[src/rtl/core/xtea_pkg.sv]
`default_nettype none

package xtea_pkg;

   localparam int unsigned WORD_WIDTH = 32;
   localparam int unsigned KEY_WORDS  = 4;

   // Round constant and the shift that picks the key word for the half-round that updates z.
   localparam logic [WORD_WIDTH-1:0] XT_DELTA     = 32'h9E37_79B9;
   localparam int unsigned           XT_SEL_SHIFT = 11;

   typedef enum logic [1:0] {
      CSR_KEY_WORD0 = 2'd0,
      CSR_KEY_WORD1 = 2'd1,
      CSR_KEY_WORD2 = 2'd2,
      CSR_KEY_WORD3 = 2'd3
   } csr_index_type;

   typedef logic [KEY_WORDS-1:0][WORD_WIDTH-1:0] key_type;

   typedef struct packed {
      logic                  decrypt;
      logic [WORD_WIDTH-1:0] block_high;
      logic [WORD_WIDTH-1:0] block_low;
   } req_payload_type;

   typedef struct packed {
      logic [WORD_WIDTH-1:0] result_high;
      logic [WORD_WIDTH-1:0] result_low;
   } rsp_payload_type;

   // Working state of one block as it moves down the pipeline.
   typedef struct packed {
      logic                  decrypt;
      logic [WORD_WIDTH-1:0] y;
      logic [WORD_WIDTH-1:0] z;
   } block_type;

   function automatic logic [WORD_WIDTH-1:0] xt_mix(input logic [WORD_WIDTH-1:0] w);
      return ((w << 4) ^ (w >> 5)) + w;
   endfunction

endpackage

`default_nettype wire

[src/rtl/core/xtea_stage.sv]
`default_nettype none

// One Feistel half-round with its own output register. The round sum and the
// key word selection are fixed per stage, for both directions.
module xtea_stage import xtea_pkg::*; #(
   parameter int unsigned CYCLE_COUNT = 32,
   parameter int unsigned HALF_ROUND  = 0
) (
   input  logic      clock,
   input  logic      reset,
   input  logic      in_valid,
   output logic      in_ready,
   input  block_type in_block,
   input  key_type   key,
   output logic      out_valid,
   input  logic      out_ready,
   output block_type out_block
);

   localparam int unsigned CYCLE_IDX = HALF_ROUND / 2;
   localparam logic        ODD       = 1'(HALF_ROUND % 2);

   localparam int unsigned ENC_MULT = (HALF_ROUND % 2 == 1) ? CYCLE_IDX + 1 : CYCLE_IDX;
   localparam int unsigned DEC_MULT = (HALF_ROUND % 2 == 1) ?
                                      CYCLE_COUNT - CYCLE_IDX - 1 : CYCLE_COUNT - CYCLE_IDX;

   localparam logic [WORD_WIDTH-1:0] ENC_SUM = WORD_WIDTH'(64'(ENC_MULT) * 64'(XT_DELTA));
   localparam logic [WORD_WIDTH-1:0] DEC_SUM = WORD_WIDTH'(64'(DEC_MULT) * 64'(XT_DELTA));

   // Encryption uses the low sum bits on the first half-round of a cycle and the
   // shifted bits on the second; decryption runs the other way around.
   localparam logic [1:0] ENC_KEY_SEL = (HALF_ROUND % 2 == 1) ?
                                        ENC_SUM[XT_SEL_SHIFT +: 2] : ENC_SUM[1:0];
   localparam logic [1:0] DEC_KEY_SEL = (HALF_ROUND % 2 == 1) ?
                                        DEC_SUM[1:0] : DEC_SUM[XT_SEL_SHIFT +: 2];

   logic                  valid_ff;
   logic                  valid_in;
   block_type             block_ff;
   block_type             block_in;
   logic                  update_y;
   logic [WORD_WIDTH-1:0] mix_src;
   logic [WORD_WIDTH-1:0] dst;
   logic [WORD_WIDTH-1:0] round_key;
   logic [WORD_WIDTH-1:0] term;
   logic [WORD_WIDTH-1:0] result;
   block_type             next_block;

   always_comb begin
      update_y  = (in_block.decrypt == ODD);
      mix_src   = update_y ? in_block.z : in_block.y;
      dst       = update_y ? in_block.y : in_block.z;
      round_key = in_block.decrypt ? (DEC_SUM + key[DEC_KEY_SEL])
                                   : (ENC_SUM + key[ENC_KEY_SEL]);
      term      = xt_mix(mix_src) ^ round_key;
      result    = in_block.decrypt ? (dst - term) : (dst + term);

      next_block         = in_block;
      next_block.y       = update_y ? result : in_block.y;
      next_block.z       = update_y ? in_block.z : result;
   end

   assign in_ready = !valid_ff || out_ready;

   always_comb begin
      valid_in = in_ready ? in_valid : valid_ff;
      block_in = (in_ready && in_valid) ? next_block : block_ff;
   end

   always_ff @(posedge clock) begin
      if (reset) begin
         valid_ff <= 1'b0;
      end else begin
         valid_ff <= valid_in;
      end
   end

   always_ff @(posedge clock) begin
      block_ff <= block_in;
   end

   assign out_valid = valid_ff;
   assign out_block = block_ff;

endmodule

`default_nettype wire

[config.mk]
export PLATFORM = sky130hd
export DESIGN_NAME = xtea_stage
export DESIGN_NICKNAME = d
export VERILOG_FILES = /design/src/rtl/core/xtea_pkg.sv /design/src/rtl/core/xtea_stage.sv
export SDC_FILE = /design/constraint.sdc
export NUM_CORES = 1
export LEC_CHECK = 0
export BUFFER_PORTS_ARGS = -buffer_cell sky130_fd_sc_hd__buf_2
export CAP_MARGIN = 20
export CORE_UTILIZATION = 58
export DETAILED_ROUTE_END_ITERATION = 10
export PLACE_DENSITY = 0.88
export SYNTH_ARGS = -nofsm -noshare
export SYNTH_HDL_FRONTEND = slang
export SYNTH_SLANG_ARGS = --single-unit
[constraint.sdc]
create_clock -name clock -period 12 [get_ports clock]
set_clock_uncertainty 0.05 [all_clocks]
set_input_delay 0.6 -clock clock [delete_from_list [all_inputs] [get_ports clock]]
set_output_delay 0.6 -clock clock [all_outputs]
set_load 0.01 [all_outputs]
==> impl_results.md <==
* Clk sink count at 66
* R2r startpoint: out_valid
* CTS tree: done
* Status: finished clean
* Max_slew headroom at 0.3860
* Worst setup path start: in_block[64]
* 1st-iter DRT viols at 796
* Std-Cell Rows at 45
* Die Y at 126.7 µm
* Reg-to-Reg End: out_block[62]
* Internal at 1.088 mW
* Tcrit/Tclk final at 0.7098
* Gates resized, CTS repair at 0
* Final Net Count at 1561
* Final instance area at 0.01041 mm²
* Worst-Margin Slew at 0.9129 ns
* Sequential power share at 0.187
* Commonest non-fill, non-tap cell in the layout: buf_2
* Syn Area/Cell at 8.001 µm²
* Crit path DAT at 8.67 ns
* CP endpoint kind: flip-flop
* Largest net degree at the start of global routing at 74
* Switching pwr at 0.9166 mW
* Share of the synthesized area in the top cell type at 0.2165
* FMAX at 117.4 MHz
* Clock tree buffer depth at 2
* Cell Area, Placed at 0.01011 mm²
* Root Buffer: clkbuf_16
* Area contributors post-synth: edfxtp_1 (22%), xnor2_1 (9.6%), ha_1 (9.0%), nand2_1 (7.0%), a21oi_1 (4.9%)
* Worst vdd ir at 0.09070 mV
* Gr busiest metal: met2
* Post-synth EDFFs at 65
* Fraction of the yosys area taken by sequential cells at 0.2187
* Clock power frac at 0.131
* Syn nets at 1391
* # fillers at 1265
* Clock transition at path regs at 0.06 ns
* Setup violators final at 0
* Slowest CP cell: buf_4
* Avg Vias per Cell at 6.148
* FF+latch area at 0.001972 mm²
* H-tree depth at 3
* Area of the multi-input gates at 0.006710 mm²
* Remaining Overflow, GRT at 0
* Io pins at 264
* Max incr delay on CP at 0.72 ns
* Hold Crit Start: reset
* Part of the power in combinational logic at 0.682
* Commonest non-fill, non-tap cells in the layout: buf_2 (198), nand2_1 (168), xnor2_1 (99)
* IO buf count at 199
* Drt wl/cell at 16.39 µm
* Final Core Density at 0.6849
* RSZ-0062 raised after global routing: no
* Leak at 4.677 nW
* Global-route met1 utilization at 0.4272
* Routability congestion estimate at 0.9474
* GR Util met3 at 0.03585
* Total iterations of the first detailed-routing run at 6
* Final non-filler cell total at 1491
* Ys async rst share at 0
* Total routed wirelength at 24.44 mm
* Post-CTS Hold Buffers at 0
* M2 GR Usage at 0.4875
* Crit-path max FO at 73
* Antenna violations before repair at 1
* Via Count at 9166
* Total Routing Usage GR at 0.3013
* Yosys warnings at 0
* TritonCTS Buffers at 9
* Clock Latency Late Sink at 0.33 ns
* DRC Markers at 0
* Share of cells above drive strength 1 at 0.2097
* Area Growth Syn to Fin at 15.46%
* First-pass GRT wire length at 39.06 mm
* TNS Setup at 0 ns
* Reg2reg setup slack at 10.35 ns
* Synth Register Bits at 66
* P per Cell Area at 192.6 mW/mm²
* Min cycle time layout at 8.518 ns
* Sw frac at 0.4572
* Distinct cells, synth at 79
* Hpwl dp at 19.17 mm
* R2r worst-path depth at 3
* Mapped cell area at 0.009017 mm²
* Die ar. at 0.01605 mm²
* Setup crit start kind: primary input
* Final Hold Fails at 0
* Slew Limit Fails at 0
* Hold Path Class: in2reg
* WP data required at 12.15 ns
* Setup bufs post-CTS at 0
* Crit path capture: out_block[63]
* Critical path class: in2reg
* Post-route ant nets at 0
* Max Cap Viol at 0
* Mapped Cells at 1127
* Top FF cell, synth: edfxtp_1
* Placed insts at 1474
* Initial Util at 0.5932
* Synth area leader: edfxtp_1
* Chip width at 126.7 µm
* Vias in the first global route at 8159
* Core ar. at 0.01520 mm²
registers in the layout, indices dropped and copies added, names as in the netlist:
| name | flops |
|---|---|
| out_block | 65 |
| out_valid | 1 |
how the worst min path moves through the flow:
| stage | to | slack (ns) | depth (start not counted) |
|---|---|---|---|
| 2_1_floorplan | out_valid | 0.54 | 2 |
| 3_3_place_gp | out_valid | 0.44 | 2 |
| 3_5_place_dp | out_valid | 0.46 | 2 |
| 4_1_cts | out_valid | 0.36 | 2 |
| 5_1_grt | out_valid | 0.37 | 2 |
| 6_report | out_valid | 0.36 | 2 |
Yosys cell counts (all sizes together) (20+ instances only):
master,number
nand2,168
xnor2,100
a21oi,89
edfxtp,65
ha,65
nor2,65
o21ai,59
xor2,49
inv,42
mux2,37
a21o,36
clkbuf,25
nor2b,22
nand3,21
nor3,20
power groups by stage:
| stage | sequential, mW | clock, mW | combinational (mW) |
|---|---|---|---|
| floorplan | 0.418 | 0 | 0.971 |
| global placement | 0.378 | 0 | 1.28 |
| detailed placement | 0.379 | 0 | 1.32 |
| CTS | 0.375 | 0.264 | 1.34 |
| global route | 0.380 | 0.275 | 1.50 |
| finish | 0.375 | 0.263 | 1.37 |
cell families after synthesis:
group           count (synthesis)  share of synthesized area
simple gates                  402                     0.2156
compound gates                304                     0.2199
xor+xnor                      152                     0.1532
buf+inv                        86                    0.03732
fa+ha+maj                      67                    0.09463
flops                          66                     0.2187
mux                            50                    0.06064
layout make-up:
| type | count | area share |
|---|---|---|
| Multi-Input combinational cell | 975 | 0.6445 |
| Sequential cell | 66 | 0.1894 |
| Timing Repair Buffer | 203 | 0.09915 |
| Tap cell | 188 | 0.02259 |
| Clock buffer | 9 | 0.02163 |
| Inverter | 42 | 0.01514 |
| Clock inverter | 7 | 0.007331 |
| Antenna cell | 1 | 0.0002404 |
worst max-delay path: cells and delay by family:
family                     cells  cell delay [ns]
xor gates and xnor gates       3             0.55
AOI/OAI and AO/OA              9             2.17
buffers and inverters          3             1.74
and+or+nand+nor               10             2.88
adders and majority gates      2             0.70
layer usage:
layer	part of all wire	wire, µm	vias up
li1	-	-	4472
met1	0.46	11140	4207
met2	0.44	10770	444
met3	0.084	2052	43
met4	0.019	475	0
met5	0	0	-
metrics by stage:
step	hold WS [ns]	worst slack (ns)	total power [mW]
floorplan	0.5430	3.930	1.389
global placement	0.4381	3.495	1.661
detailed placement	0.4558	3.340	1.697
CTS	0.3562	3.647	1.977
global route	0.3722	2.958	2.153
finish	0.3582	3.482	2.005
No activity file was read; power rests on OpenSTA's default activity.
